--- src/rtl/core/mtep_pkg.sv ---
`default_nettype none

package mtep_pkg;

   // Longest variable-length quantity, in bytes.
   localparam logic [2:0] MAX_QUANTITY_BYTES = 3'd4;

   localparam logic [7:0] STATUS_FLAG  = 8'h80;
   localparam logic [7:0] STATUS_SYS   = 8'hF0;
   localparam logic [7:0] STATUS_SYSEX = 8'hF0;
   localparam logic [7:0] STATUS_ESC   = 8'hF7;
   localparam logic [7:0] STATUS_META  = 8'hFF;
   localparam logic [7:0] META_EOT     = 8'h2F;
   localparam logic [3:0] CHAN_PROG    = 4'hC;
   localparam logic [3:0] CHAN_PRESS   = 4'hD;

   typedef enum logic [2:0] {
      PH_DELTA   = 3'd0,
      PH_STATUS  = 3'd1,
      PH_DATA1   = 3'd2,
      PH_DATA2   = 3'd3,
      PH_MTYPE   = 3'd4,
      PH_LENGTH  = 3'd5,
      PH_PAYLOAD = 3'd6
   } phase_type;

   typedef enum logic [2:0] {
      ROLE_DELTA   = 3'd0,
      ROLE_STATUS  = 3'd1,
      ROLE_DATA    = 3'd2,
      ROLE_MTYPE   = 3'd3,
      ROLE_LENGTH  = 3'd4,
      ROLE_PAYLOAD = 3'd5
   } role_type;

   typedef enum logic [2:0] {
      ERR_NONE       = 3'd0,
      ERR_NO_RUNNING = 3'd1,
      ERR_QUANTITY   = 3'd2,
      ERR_UNDEFINED  = 3'd3,
      ERR_AFTER_END  = 3'd4
   } error_type;

   typedef struct packed {
      phase_type   phase;
      logic [7:0]  live_status;
      logic [7:0]  current_status;
      logic [27:0] delta_accum;
      logic [2:0]  quantity_bytes;
      logic [27:0] remaining_bytes;
      logic [27:0] length_reg;
      logic [7:0]  meta_type_reg;
      logic        ended;
   } state_type;

   typedef struct packed {
      role_type    byte_role;
      logic [7:0]  byte_value;
      logic [7:0]  event_status;
      logic [27:0] delta_time;
      logic [27:0] payload_length;
      logic [7:0]  meta_kind;
      logic        event_last;
      logic        track_end;
      error_type   error_code;
   } result_type;

   localparam state_type STATE_RESET = '{
      phase:           PH_DELTA,
      live_status:     8'h00,
      current_status:  8'h00,
      delta_accum:     28'd0,
      quantity_bytes:  3'd0,
      remaining_bytes: 28'd0,
      length_reg:      28'd0,
      meta_type_reg:   8'h00,
      ended:           1'b0
   };

endpackage

`default_nettype wire

--- src/rtl/core/mtep_step.sv ---
`default_nettype none

// Next-state and result logic for one track byte.
module mtep_step (
   input  mtep_pkg::state_type  state_cur,
   input  logic [7:0]           data_byte,
   input  logic                 track_start,
   output mtep_pkg::state_type  state_nxt,
   output mtep_pkg::result_type result
);

   mtep_pkg::state_type s;
   mtep_pkg::state_type n;
   mtep_pkg::role_type  role;
   mtep_pkg::error_type err;
   logic                last;
   logic                tend;
   logic [2:0]          qb_inc;
   logic                vlq_over;
   logic                vlq_done;
   logic [27:0]         delta_base;
   logic [27:0]         len_new;
   logic [27:0]         rem_dec;
   logic                one_data;
   logic                one_data_run;

   always_comb begin
      s = track_start ? mtep_pkg::STATE_RESET : state_cur;
      n = s;
      role = mtep_pkg::ROLE_DELTA;
      err = mtep_pkg::ERR_NONE;
      last = 1'b0;
      tend = 1'b0;

      qb_inc = s.quantity_bytes + 3'd1;
      vlq_over = data_byte[7] && (qb_inc >= mtep_pkg::MAX_QUANTITY_BYTES);
      vlq_done = !data_byte[7] || vlq_over;
      delta_base = (s.quantity_bytes == 3'd0) ? 28'd0 : s.delta_accum;
      len_new = {s.length_reg[20:0], data_byte[6:0]};
      rem_dec = s.remaining_bytes - 28'd1;
      one_data = (s.current_status[7:4] == mtep_pkg::CHAN_PROG)
              || (s.current_status[7:4] == mtep_pkg::CHAN_PRESS);
      one_data_run = (s.live_status[7:4] == mtep_pkg::CHAN_PROG)
                  || (s.live_status[7:4] == mtep_pkg::CHAN_PRESS);

      if (s.ended) begin
         role = mtep_pkg::ROLE_PAYLOAD;
         err = mtep_pkg::ERR_AFTER_END;
      end else begin
         case (s.phase)
            mtep_pkg::PH_DELTA: begin
               role = mtep_pkg::ROLE_DELTA;
               if (s.quantity_bytes == 3'd0) begin
                  n.current_status = 8'h00;
                  n.length_reg = 28'd0;
                  n.meta_type_reg = 8'h00;
               end
               n.delta_accum = {delta_base[20:0], data_byte[6:0]};
               n.quantity_bytes = vlq_done ? 3'd0 : qb_inc;
               if (vlq_over) err = mtep_pkg::ERR_QUANTITY;
               if (vlq_done) n.phase = mtep_pkg::PH_STATUS;
            end
            mtep_pkg::PH_STATUS: begin
               if (data_byte < mtep_pkg::STATUS_FLAG) begin
                  role = mtep_pkg::ROLE_DATA;
                  if (s.live_status == 8'h00) begin
                     n.current_status = 8'h00;
                     err = mtep_pkg::ERR_NO_RUNNING;
                     last = 1'b1;
                     n.phase = mtep_pkg::PH_DELTA;
                  end else begin
                     n.current_status = s.live_status;
                     if (one_data_run) begin
                        last = 1'b1;
                        n.phase = mtep_pkg::PH_DELTA;
                     end else begin
                        n.phase = mtep_pkg::PH_DATA2;
                     end
                  end
               end else begin
                  role = mtep_pkg::ROLE_STATUS;
                  n.current_status = data_byte;
                  if (data_byte < mtep_pkg::STATUS_SYS) begin
                     n.live_status = data_byte;
                     n.phase = mtep_pkg::PH_DATA1;
                  end else if (data_byte == mtep_pkg::STATUS_META) begin
                     n.live_status = 8'h00;
                     n.phase = mtep_pkg::PH_MTYPE;
                  end else if (data_byte == mtep_pkg::STATUS_SYSEX
                            || data_byte == mtep_pkg::STATUS_ESC) begin
                     n.live_status = 8'h00;
                     n.quantity_bytes = 3'd0;
                     n.length_reg = 28'd0;
                     n.phase = mtep_pkg::PH_LENGTH;
                  end else begin
                     n.live_status = 8'h00;
                     err = mtep_pkg::ERR_UNDEFINED;
                     last = 1'b1;
                     n.phase = mtep_pkg::PH_DELTA;
                  end
               end
            end
            mtep_pkg::PH_DATA1: begin
               role = mtep_pkg::ROLE_DATA;
               if (one_data) begin
                  last = 1'b1;
                  n.phase = mtep_pkg::PH_DELTA;
               end else begin
                  n.phase = mtep_pkg::PH_DATA2;
               end
            end
            mtep_pkg::PH_DATA2: begin
               role = mtep_pkg::ROLE_DATA;
               last = 1'b1;
               n.phase = mtep_pkg::PH_DELTA;
            end
            mtep_pkg::PH_MTYPE: begin
               role = mtep_pkg::ROLE_MTYPE;
               n.meta_type_reg = data_byte;
               n.quantity_bytes = 3'd0;
               n.length_reg = 28'd0;
               n.phase = mtep_pkg::PH_LENGTH;
            end
            mtep_pkg::PH_LENGTH: begin
               role = mtep_pkg::ROLE_LENGTH;
               n.length_reg = len_new;
               n.quantity_bytes = vlq_done ? 3'd0 : qb_inc;
               if (vlq_over) err = mtep_pkg::ERR_QUANTITY;
               if (vlq_done) begin
                  n.remaining_bytes = len_new;
                  if (len_new == 28'd0) begin
                     last = 1'b1;
                     n.phase = mtep_pkg::PH_DELTA;
                  end else begin
                     n.phase = mtep_pkg::PH_PAYLOAD;
                  end
               end
            end
            default: begin
               // payload skip
               role = mtep_pkg::ROLE_PAYLOAD;
               n.remaining_bytes = rem_dec;
               if (rem_dec == 28'd0) begin
                  last = 1'b1;
                  n.phase = mtep_pkg::PH_DELTA;
               end
            end
         endcase

         // end-of-track meta completes
         if (last && s.phase != mtep_pkg::PH_STATUS && s.phase != mtep_pkg::PH_DATA1
             && s.phase != mtep_pkg::PH_DATA2
             && n.current_status == mtep_pkg::STATUS_META
             && n.meta_type_reg == mtep_pkg::META_EOT) begin
            tend = 1'b1;
            n.ended = 1'b1;
         end
      end
   end

   always_comb begin
      state_nxt = n;
      result.byte_role = role;
      result.byte_value = data_byte;
      result.event_status = n.current_status;
      result.delta_time = n.delta_accum;
      result.payload_length = n.length_reg;
      result.meta_kind = (n.current_status == mtep_pkg::STATUS_META) ? n.meta_type_reg : 8'h00;
      result.event_last = last;
      result.track_end = tend;
      result.error_code = err;
   end

endmodule

`default_nettype wire

--- src/rtl/core/midi_track_event_parser.sv ---
`default_nettype none

// Standard MIDI file track parser. Feed the track chunk data one byte per
// req transaction, with req_track_start high on the first byte of a track
// (it resets the parser before that byte is taken). Every byte produces
// exactly one rsp transaction that tags its role (delta, status, data, meta
// type, length, payload), echoes it, and reports the running event context:
// resolved status (running status applied), accumulated delta time, meta or
// sysex length, meta type, event completion, end of track and an error code.
// Meta and sysex payloads are skipped byte by byte; bytes after end-of-track
// are flagged until the next track start. Throughput is one byte per clock:
// the parser state update is a loop from the state register through the step
// logic, and each result sits in one output register, so a byte is accepted
// whenever the output register is empty or being drained in the same cycle.
// rsp_valid rises in the cycle after req acceptance.
module midi_track_event_parser (
   input  logic        clock,
   input  logic        reset,
   input  logic        req_valid,
   output logic        req_ready,
   input  logic [7:0]  req_data_byte,
   input  logic        req_track_start,
   output logic        rsp_valid,
   input  logic        rsp_ready,
   output logic [2:0]  rsp_byte_role,
   output logic [7:0]  rsp_byte_value,
   output logic [7:0]  rsp_event_status,
   output logic [27:0] rsp_delta_time,
   output logic [27:0] rsp_payload_length,
   output logic [7:0]  rsp_meta_kind,
   output logic        rsp_event_last,
   output logic        rsp_track_end,
   output logic [2:0]  rsp_error_code
);

   mtep_pkg::state_type  state_ff;
   mtep_pkg::state_type  state_in;
   mtep_pkg::result_type rsp_ff;
   mtep_pkg::result_type rsp_in;
   logic                 rsp_valid_ff;
   logic                 rsp_valid_in;
   logic                 req_take;

   // Output register is free when empty or handed off this cycle.
   assign req_ready = !rsp_valid_ff || rsp_ready;
   assign req_take  = req_valid && req_ready;

   mtep_step u_step (
      .state_cur   (state_ff),
      .data_byte   (req_data_byte),
      .track_start (req_track_start),
      .state_nxt   (state_in),
      .result      (rsp_in)
   );

   always_comb begin
      rsp_valid_in = rsp_valid_ff;
      if (req_take) begin
         rsp_valid_in = 1'b1;
      end else if (rsp_ready) begin
         rsp_valid_in = 1'b0;
      end
   end

   // Parser state advances only on accepted transactions.
   always_ff @(posedge clock) begin
      if (reset) begin
         state_ff <= mtep_pkg::STATE_RESET;
         rsp_valid_ff <= 1'b0;
      end else begin
         rsp_valid_ff <= rsp_valid_in;
         if (req_take) begin
            state_ff <= state_in;
         end
      end
   end

   // Result payload, no reset needed.
   always_ff @(posedge clock) begin
      if (req_take) begin
         rsp_ff <= rsp_in;
      end
   end

   assign rsp_valid          = rsp_valid_ff;
   assign rsp_byte_role      = rsp_ff.byte_role;
   assign rsp_byte_value     = rsp_ff.byte_value;
   assign rsp_event_status   = rsp_ff.event_status;
   assign rsp_delta_time     = rsp_ff.delta_time;
   assign rsp_payload_length = rsp_ff.payload_length;
   assign rsp_meta_kind      = rsp_ff.meta_kind;
   assign rsp_event_last     = rsp_ff.event_last;
   assign rsp_track_end      = rsp_ff.track_end;
   assign rsp_error_code     = rsp_ff.error_code;

`ifndef SYNTHESIS
   // End of track is always the last byte of an event.
   a_tend_last: assert property (@(posedge clock) disable iff (reset)
      rsp_valid_ff |-> (!rsp_ff.track_end || rsp_ff.event_last))
      else $error("track_end without event_last");

   // Once ended, every byte without a track start is flagged.
   a_after_end: assert property (@(posedge clock) disable iff (reset)
      (req_take && state_ff.ended && !req_track_start) |=>
         (rsp_ff.error_code == mtep_pkg::ERR_AFTER_END))
      else $error("byte after end not flagged");

   // Quantity byte counter never reaches the limit.
   a_qb_range: assert property (@(posedge clock) disable iff (reset)
      state_ff.quantity_bytes < mtep_pkg::MAX_QUANTITY_BYTES)
      else $error("quantity byte count out of range");

   // An accepted byte always yields a pending result.
   a_take_valid: assert property (@(posedge clock) disable iff (reset)
      req_take |=> rsp_valid_ff)
      else $error("accepted byte produced no result");
`endif

endmodule

`default_nettype wire
--- config.mk ---
export PLATFORM = sky130hd
export DESIGN_NAME = midi_track_event_parser
export DESIGN_NICKNAME = d
export VERILOG_FILES = /design/src/rtl/core/mtep_pkg.sv /design/src/rtl/core/mtep_step.sv /design/src/rtl/core/midi_track_event_parser.sv
export SDC_FILE = /design/constraint.sdc
export NUM_CORES = 1
export LEC_CHECK = 0
export BUFFER_PORTS_ARGS = -buffer_cell sky130_fd_sc_hd__buf_2
export CAP_MARGIN = 10
export CORE_ASPECT_RATIO = 1.4
export CORE_MARGIN = 1
export CORE_UTILIZATION = 55
export DETAILED_ROUTE_END_ITERATION = 8
export PLACE_DENSITY_LB_ADDON = 0.05
export SETUP_SLACK_MARGIN = 0.3
export SLEW_MARGIN = 20
export SYNTH_ARGS = -nofsm -noshare
export SYNTH_HDL_FRONTEND = slang
export SYNTH_HIERARCHICAL = 1
export SYNTH_SLANG_ARGS = --single-unit
--- constraint.sdc ---
create_clock -name clock -period 6.3 [get_ports clock]
set_input_delay 0.63 -clock clock [delete_from_list [all_inputs] [get_ports clock]]
set_output_delay 0.63 -clock clock [all_outputs]
set_load 0.02 [all_outputs]
* After elaboration in Yosys (flattened, before gate mapping)
Index checks and enable logic that the tools add are counted.
** Storage, ports and cells
- Output and inout port bits :: 90
- Input port bits :: 13
- Register bits :: 204
** Operators by class
- Eq/ne operators :: 18
- Add/subtract/negate cells :: 2
- Mux-type cells :: 63
- Reduce and logical (&&, ||, !) cells :: 24
- $lt $le $gt $ge :: 3
** Operators by type and width (number)
- $mux W115 :: 2
- $mux W28 :: 6
- $pmux W28 S4 :: 1
- $logic_not A28 Y1 :: 2
- $mux W8 :: 7
- $pmux W28 S2 :: 1
- $mux W3 :: 14
- $eq A8 B8 Y1 const B :: 5
- $mux W36 :: 1
- $mux W11 :: 3
- $pmux W8 S2 :: 2
- $sub A28 B1 Y28 const B :: 1
- $mux W21 :: 1
- $pmux W3 S6 :: 1
- $eq A4 B4 Y1 const B :: 4
- $lt A8 B8 Y1 const B :: 2
- $mux W1 :: 15
- $pmux W3 S5 :: 1
- $mux W2 :: 5
- $pmux W3 S3 :: 1
- $eq A8 B6 Y1 const B :: 1
- $logic_not A8 Y1 :: 1
- $logic_and A1 B1 Y1 :: 7
- $eq A3 B2 Y1 const B :: 2
- other kinds (14) :: 24

* Logic depth before layout (Yosys ltp)
Gate-level depths: netlist of the first run.
- Depth after elaboration :: 16
- Depth in mapped cells :: 18
- Gate-level depth less buffers :: 12

* Hierarchy
Netlist of the first run, hierarchy kept.
** By module, submodules not included
- midi_track_event_parser :: cells each 618, instances 1, area each 7637.3 µm²
- mtep_step :: cells each 774, instances 1, area each 4524.3 µm²

* Worst setup path before layout of the first run
OpenSTA, ideal clock, no wires.
- Kind :: input -> register
- Start point :: input req_track_start
- End point :: register rsp_ff (netlist bit rsp_track_end), data pin
- Cell stages on the path :: 16
- Data required time :: 6.174 ns
- Library setup time :: 0.126 ns
- Data arrival time :: 3.992 ns
- Slack :: 2.182 ns
- Path buffers :: 6
- Path through :: clkbuf_1 -> inv_1 -> clkbuf_1 -> clkbuf_1 -> buf_1 -> nand2_1 -> ha_1 -> clkbuf_1 -> or3b_2 -> o211ai_1 -> o311ai_0 -> a211oi_1 -> nand4_1 -> or4_4 -> a211oi_2 -> buf_4
** Between the ends
- Cells in the longest elaborated chain, start to end :: 14
** Ends and longest elaborated chain
- from (decl) :: line midi_track_event_parser.sv:22 : input logic req_track_start,
- $mux W115 * :: line mtep_step.sv:28 : s = track_start ? mtep_pkg::STATE_RESET : state_cur;
- parallel branches: the longest is 13 deep, another holds $sub A28 B1 Y28
- to (signal assigned) :: line midi_track_event_parser.sv:81 : rsp_ff <= rsp_in;
- to (decl) :: line midi_track_event_parser.sv:38 : mtep_pkg::result_type rsp_ff;
Every way passes the cells marked *. The select of a mux whose other input is x is not followed.
A chain may end at the register's enable or synchronous reset.

==> results.cfg, run 1 <==
[run_status]
outcome = complete, no violations

[synth]
synth-simple-area-share = 0.180
synth_xor_xnor_area_share = 0.00648
yosysSeqAreaShare = 0.408
synth_top_family_by_area = compound AO/OA/AOI/OAI gates
synth_seq_cells = 204
ys.warnings.count = 6
synth_mux_area_frac = 0.00504
synthAdderAreaFrac = 0.00412
synth_area_um2 = 12200
async_flop_share = 0
synth_top_area_share = 0.217
synth.area.top_cells = edfxtp_1, dfxtp_1, a21oi_1
netlist_instances = 1392
synth.avg_cell_area_um2 = 8.74
syn_nets = 1409
synth_cell_type_count = 71
synth_edf_count = 88
ys.flop_type = dfxtp_1
yosys.area.top_type = edfxtp_1
synth_compound_area_frac = 0.291

[drt]
detail_route.vias_per_cell = 6.32
antenna_left = 0
dr.pass1.iters = 5
wl_per_cell_um = 20.8
totalWireLength_mm = 34.0
drt_iter0_markers = 853
post-route-drc-count = 0
num_vias = 10300

[setup_path]
crit_required_ns = 6.67
crit_family = compound AO/OA/AOI/OAI gates
critPathSlowestCell = nor4_1
crit_path_end_kind = flop
arrival_ns = 4.10
cpPeakStageDelay_ns = 0.69
crit_top_cell = nand3_1
path_class = in -> reg
crit_start = req_track_start
startpoint_type = primary input
r2r-start = state_ff[37]$_SDFFE_PP0P_
cp_num_buf_inv = 2
cp_max_fo = 30
crit_path_cell_trace = buf_4, inv_1, nand2_1, ha_1, o21ai_0, o211a_1, a311oi_1, nand3_1, nor4_1, o22ai_1, nand3_1, a21oi_1

[placed_design]
dpl_cell_area_um2 = 12000
dp_hpwl_mm = 21.9
routabilityCongestion = 0.972
io_buffers = 102
placed_cells = 1595

[sta]
clock.fmax_mhz = 268
setup_violations = 0
period_share = 0.593
slew_headroom = 0.344
rsz0062_at_grt = false
skew_ns = 0.0264
setup_tns_ns = 0
slew_violations = 0
worst_pin_slew_ns = 0.984
period_needed_ns = 3.73
hold_viol = 0

[cells_and_area]
fill_cells = 2052
fin_area_um2 = 12700
area_delta_synth_final_pct = 4.34
final_cells = 1636
final_cell_mix = a21oi_1, nand3_1, dfxtp_1
fin_nets = 1340
drive_gt1_frac = 0.182
final_common_cell = a21oi_1
diodes = 0

[die]
initial_core_util = 0.558
core_area_um2 = 21800
die_y_um = 178
io_pins = 103
rows = 64
die-area_um2 = 22700
die_w_um = 128

[grt]
grt_first_pass_wirelength_mm = 53.3
gr-usage-all-layers = 0.296
grt_overflow = 0
antenna_found_initial = 0
grt_pass1_vias = 9393
grt_max_degree = 97

[clock_tree]
clock_latency_ns = 0.52
cts_resized = 0
path_clk_slew_ns = 0.06
cts_tree = built
cts_setup_buffers = 0
cts.sinks = 204
cts_hold_buf = 0
h-tree-depth = 1
clockBufferDepth = 3
numCtsBuffers = 22
ctsRootBufferMaster = clkbuf_16

[flow_run]
max-cap-violations = 0

[power]
ir_drop_uv = 202
leakagePower_nw = 4.55
power.density_nw_per_um2 = 226

[worst_hold_path]
hold_path_class = in -> reg
min_from = req_data_byte[0]
## cell type report
type                    instances  area, um2  area share
clock buffers                  28        583      0.0459
clock inverters                12       78.8     0.00621
inverters                      22       82.6     0.00651
multi-input cells             953       5930       0.467
flip-flops and latches        204       4960       0.391
well taps                     297        372      0.0293
repair buffers                120        677      0.0533
## synthesized netlist by cell type, types with 7 or more instances
library cell and count:
a211oi_1 7, a21bo_1 52, a21bo_2 63, a21oi_1 175, a22o_1 15, a22oi_1 52, and2_1 14, buf_1 14
buf_2 29, buf_4 77, buf_6 10, clkbuf_1 83, dfxtp_1 116, edfxtp_1 88, inv_1 22, nand2_1 71
nand3_1 139, nand4_1 8, nor2_1 98, nor2b_1 11, nor3_1 23, nor4_1 28, o21a_1 9, o21ai_0 49
o22ai_1 8, or4_1 9
## logic make-up after synthesis
logic type / Yosys count
adders and majority gates: 4
and+or+nand+nor: 437
buffers and inverters: 235
muxes: 6
xor gates and xnor gates: 9
AOI/OAI and AO/OA: 497
DFF: 204
## where the power goes
group          leakage (nW)  total, mW  switching (mW)  internal, mW
registers              1.82       1.42          0.0124          1.41
logic                  2.40      0.243           0.188        0.0543
clock network         0.326       1.20           0.537         0.661
## layer usage
layer	global-route usage	routed length (um)
met1	0.368	13800
met2	0.508	16900
met3	0.0344	1630
met4	0.147	1620
met5	0	0
## stage by stage
step	util	worst slack (ns)	total power, mW	hold WS [ns]
after floorplan	-	2.18	1.64	0.544
after global placement	0.551	2.17	1.69	0.559
after detailed placement	0.551	2.08	1.69	0.567
after CTS	0.581	2.61	2.89	0.514
after global routing	0.583	2.26	2.96	0.519
final	0.583	2.57	2.87	0.520
## state kept, by name (all words and copies together) (netlist names)
register / cells
state_ff: 115
rsp_delta_time: 28
rsp_payload_length: 28
rsp_byte_value: 8
rsp_event_status: 8
rsp_meta_kind: 8
rsp_byte_role: 3
rsp_error_code: 3
rsp_event_last: 1
rsp_track_end: 1
rsp_valid: 1
## path summary, 6_finish.rpt
check / endpoint / depth (start not counted) / slack, ns
max: state_ff[113]$_SDFFE_PP0P_ / 12 / 2.57
min: rsp_byte_value[0]$_DFFE_PP_ / 1 / 0.52
max reg2reg: state_ff[113]$_SDFFE_PP0P_ / 10 / 2.66
min reg2reg: state_ff[33]$_SDFFE_PP0P_ / 2 / 0.57
Note: power is estimated with default switching activity, not from simulation.
==> run 2: changes to the inputs <==
Settings changed: ABC_AREA set to 1.
Clock period 6.3 ns to 3.6 ns, I/O delays scaled along.
==> run 2 against run 1 <==
  * Sequential share of layout area down 2.3 points
  * Critical path depth up 6
  * Routed wire length up 1.4%
  * Clock skew down 0.0099 ns
  * Power up 120%
  * Final area up 6.3%
  * Register-to-register slack worse by 1.6 ns
  * Global-route usage down 0.44 points
  * Core utilization up 1.2 points
  * Critical path type is now reg -> reg
  * Largest cell class unchanged
  * Largest power group unchanged
==> results.cfg, run 2 <==
[grt]
grt_pass1_vias = 10600
gr-usage-all-layers = 0.292
grt_max_degree = 231
grt_overflow = 0
antenna_found_initial = 1
grt_first_pass_wirelength_mm = 54.8

[synth]
synth.area.top_cells = edfxtp_1, dfxtp_1, nand2_1
synth_area_um2 = 12800
async_flop_share = 0
synth_cell_type_count = 53
synth.avg_cell_area_um2 = 7.05
synth_top_area_share = 0.206
netlist_instances = 1817
yosys.area.top_type = edfxtp_1
ys.flop_type = dfxtp_1
synth_edf_count = 88
ys.warnings.count = 6
yosysSeqAreaShare = 0.388
yosysMostFrequentCell = nand2_1
syn_nets = 1834
synth_seq_cells = 204
synth_commonest_cells = nand2_1, inv_1, nor2_1

[cells_and_area]
area_delta_synth_final_pct = 5.31
fin_nets = 1801
drive_gt1_frac = 0.131
final_cell_mix = nand2_1, inv_1, nor2_1
largest_reg_flops = 115
utilization = 0.594
regMostFlops = state_ff
final_common_cell = nand2_1

[setup_path]
r2r-start = state_ff[37]$_SDFFE_PP0P_
startpoint_type = flop
crit_required_ns = 4.06
rrSetupSlack_ns = 1.10
worstRegToRegCells = 18
path_class = reg -> reg
rr_endpoint = state_ff[0]$_SDFFE_PP0P_
crit_path_end_kind = flop
arrival_ns = 2.95
cp_max_fo = 5

[power]
power.internal_mw = 4.30
power.density_nw_per_um2 = 462
sequentialPowerShare = 0.432
ir_drop_uv = 453
p_total_mw = 6.23
clockPowerShare = 0.364
swShare = 0.309
switchingPower_mw = 1.92
power_frac_comb = 0.204
leakagePower_nw = 5.96

[die]
die-area_um2 = 23900
die_y_um = 183
core_area_um2 = 22700
io_pins = 103
rows = 65
die_w_um = 131
initial_core_util = 0.564

[drt]
dr.pass1.iters = 5
detail_route.vias_per_cell = 5.47
post-route-drc-count = 0
drt_iter0_markers = 843
totalWireLength_mm = 34.4
wl_per_cell_um = 16.4
num_vias = 11500
antenna_left = 0

[sta]
period_needed_ns = 2.50
period_share = 0.693
rsz0062_at_grt = false
clock.fmax_mhz = 401
setup_tns_ns = 0
hold_viol = 0
slew_violations = 0
setup_violations = 0
skew_ns = 0.0165
hold_slack_ns = 0.0246
slew_headroom = 0.259
fin_ws_ns = 1.10
worst_pin_slew_ns = 1.11

[worst_hold_path]
hold_path_class = in -> reg
min_from = reset
hold_depth = 2
min_to = rsp_valid$_SDFFE_PP0P_

[clock_tree]
cts.sinks = 204
numCtsBuffers = 22
cts_setup_buffers = 0
clockBufferDepth = 3
cts_tree = built
path_clk_slew_ns = 0.06
clock_latency_ns = 0.52
ctsRootBufferMaster = clkbuf_16
h-tree-depth = 1
cts_hold_buf = 0
cts_resized = 0

[placed_design]
routabilityCongestion = 0.944
dp_hpwl_mm = 23.8
pre_cts_ws_ns = 0.733
io_buffers = 102

[flow_run]
max-cap-violations = 0

[run_status]
outcome = complete, no violations
-- run 2: cell families after synthesis --
family / count (synthesis) / share of synthesized area
fa+ha+maj: 4 / 0.00391
simple gates: 850 / 0.293
flops: 204 / 0.388
xor+xnor: 8 / 0.00606
buf+inv: 423 / 0.163
compound gates: 328 / 0.146
-- run 2: how the worst max path moves through the flow --
stage                                          from  cells past startpoint  slack, ns                          to
after global placement              req_track_start                     21       0.76    state_ff[0]$_SDFFE_PP0P_
after floorplan                           req_valid                      5       0.88  rsp_byte_role[0]$_DFFE_PP_
after CTS                 state_ff[37]$_SDFFE_PP0P_                     18       1.12    state_ff[0]$_SDFFE_PP0P_
after detailed placement            req_track_start                     21       0.73    state_ff[0]$_SDFFE_PP0P_
after global routing      state_ff[65]$_SDFFE_PP0P_                     19       0.88    state_ff[0]$_SDFFE_PP0P_
final                     state_ff[37]$_SDFFE_PP0P_                     18       1.10    state_ff[0]$_SDFFE_PP0P_
-- run 2: cell type report --
class	instances	area (um2)
antenna	1	2.50
clock buffer	31	636
tap	301	377
multi-input combinational	1190	5780
timing repair buffer	126	734
clock inverter	9	85.1
sequential	204	4960
inverter	240	905
fill	2193	9210
-- run 2: power by group through the flow --
stage               Clock (mW)  Sequential [mW]  Combinational, mW
finish                    2.26             2.69               1.27
global route              2.41             2.71               1.42
CTS                       2.31             2.69               1.27
detailed placement           0             2.74               1.26
global placement             0             2.74               1.25
floorplan                    0             2.81              0.954
-- run 2: metrics by stage --
stage / area [um2] / instances
6_report: 13500 / 2102
5_1_grt: 13500 / 2102
4_1_cts: 13500 / 2101
3_5_place_dp: 12800 / 2061
3_3_place_gp: 12800 / 2061
2_1_floorplan: 12800 / 1817
-- run 2: critical path: stages, from the launching register on --
cell	delay, ns
dfxtp_1	0.33
nand2_2	0.12
ha_1	0.23
nand3_4	0.17
nor3_2	0.32
nand2_1	0.09
nand2_1	0.10
nand2_1	0.05
nor2_1	0.13
nand2_1	0.07
nor2_1	0.10
nand3_1	0.14
nand2_2	0.14
nand3_1	0.09
nand2_1	0.07
inv_1	0.04
nand3_1	0.07
nand2_1	0.07
nor2_1	0.10
-- run 2: per-layer routing --
metal  GRT usage  up-vias  wire, um
li1            -     5775         -
met1       0.345     5347     13700
met2       0.515      293     17500
met3      0.0302       89      1370
met4       0.148        0      1810
met5           0        -         0
==> run 3: changes to the inputs <==
Clock period 3.6 ns to 2.2 ns, I/O delays scaled along.
==> run 3 against run 2 <==
  * The flow now finishes with violations (negative setup slack)
  * Die area stayed put
  * Clock skew is 0.016 ns higher
  * Critical path depth is 1 lower
  * Final area up 34%
  * Sequential share of layout area fell by 9.2 points
  * Via count is 16% higher
  * Setup slack got worse by 1.2 ns
  * Clock power grew 73%
  * Combinational power grew to 2.7 times the previous value
  * Register-to-register slack worse by 1.2 ns
==> results.cfg, run 3 (same netlist as run 2, synthesis figures left out) <==
[run_status]
outcome = finished, violations left
violations = negative setup slack

[setup_path]
r2r-start = state_ff[65]$_SDFFE_PP0P_
path_class = reg -> reg
worstRegToRegCells = 17
crit_path_cell_trace = inv_2, nor2_4, buf_12, ha_4, xnor2_4, nor2_4, clkinv_4, buf_4, nor2_1, nand3b_1, nand3_1, nand2_1, o211ai_1, inv_1, nand3_1, nand2_1, nor2_1
cp.depth = 17
startpoint_type = flop
crit_family = simple AND/OR/NAND/NOR gates
cp_num_buf_inv = 5
critPathSlowestCell = dfxtp_2
cpPeakStageDelay_ns = 0.32
crit_start = state_ff[65]$_SDFFE_PP0P_
cp_max_fo = 5
crit_required_ns = 2.64
arrival_ns = 2.69
crit_path_end_kind = flop

[power]
leakagePower_nw = 8.05
ir_drop_uv = 895
power.density_nw_per_um2 = 649
p_total_mw = 11.7

[clock_tree]
cts.sinks = 204
cts_tree = built
clockBufferDepth = 3
h-tree-depth = 1
ctsRootBufferMaster = clkbuf_16
clock_latency_ns = 0.55
numCtsBuffers = 22
path_clk_slew_ns = 0.06

[drt]
dr.pass1.iters = 5
totalWireLength_mm = 43.0
post-route-drc-count = 0
drt_iter0_markers = 968
num_vias = 13300
detail_route.vias_per_cell = 5.52
wl_per_cell_um = 17.8
antenna_left = 0

[placed_design]
io_buffers = 102
dpl_cell_area_um2 = 14800
routabilityCongestion = 0.985
pre_cts_ws_ns = -0.274
dp_hpwl_mm = 27.9

[sta]
rsz0062_at_grt = true
period_share = 1.02
clock.fmax_mhz = 445
skew_ns = 0.0323
period_needed_ns = 2.25
setup_violations = 9
hold_slack_ns = 0.0135
slew_violations = 0
hold_viol = 0
slew_headroom = 0.505
worst_pin_slew_ns = 0.743
fin_ws_ns = -0.0453

[cells_and_area]
fill_cells = 1566
utilization = 0.795
regMostFlops = state_ff
drive_gt1_frac = 0.370
final_common_cell = nand2_1
diodes = 0
multi_input_area_um2 = 7230
fin_nets = 2114
largest_reg_flops = 115
area_delta_synth_final_pct = 40.9
final_cell_mix = nand2_1, buf_4, inv_1
fin_area_um2 = 18000
seqCellArea_um2 = 4980

[flow_run]
max-cap-violations = 0

[die]
initial_core_util = 0.564
rows = 65
core_area_um2 = 22700
io_pins = 103
die-area_um2 = 23900
die_y_um = 183
die_w_um = 131

[grt]
grt_pass1_vias = 12500
grt_first_pass_wirelength_mm = 63.2
gr-usage-all-layers = 0.339
grt_max_degree = 168
antenna_found_initial = 0
grt_overflow = 0

[worst_hold_path]
min_from = req_data_byte[1]
hold_path_class = in -> reg
hold_depth = 2
[run 3: where the power goes]
part	switching (mW)	total (mW)	internal (mW)
Combinational	1.93	3.39	1.46
Clock	1.62	3.90	2.27
Sequential	0.169	4.42	4.25
[run 3: area by class of cell]
type	instances	area share
multi-input cells	1190	0.401
flip-flops and latches	204	0.276
repair buffers	439	0.209
inverters	240	0.0514
clock buffers	27	0.0327
well taps	301	0.0209
clock inverters	13	0.00936
[run 3: stage by stage]
stage / TNS (ns) / cells
6_report: -0.171 / 2414
3_3_place_gp: -3.35 / 2284
4_1_cts: -0.0183 / 2361
3_5_place_dp: -4.82 / 2284
5_1_grt: -3.57 / 2414
2_1_floorplan: -21.39 / 1817
[run 3: path summary, 6_finish.rpt]
path | end | slack (ns)
max reg2reg | state_ff[113]$_SDFFE_PP0P_ | -0.05
max | state_ff[113]$_SDFFE_PP0P_ | -0.05
min | rsp_byte_value[1]$_DFFE_PP_ | 0.01
min reg2reg | state_ff[33]$_SDFFE_PP0P_ | 0.48
[run 3: metal layers]
metal	up-vias	share of wire	wire length, um	GRT usage
met5	-	0	0	0
met4	0	0.070	3010	0.213
met3	182	0.048	2050	0.0402
met2	499	0.51	22100	0.609
met1	6224	0.37	15800	0.372
li1	6422	-	-	-
[run 3: timing repair]
action | in CTS | in global routing
hold buffers | 3 | 0
endpoints found under the setup margin | 111 | 173
buffers inserted | 29 | 49
pin swaps | 120 | 136
resized for setup | 228 | 187
gates cloned | 5 | 4
hold endpoints to repair | 3 | 0
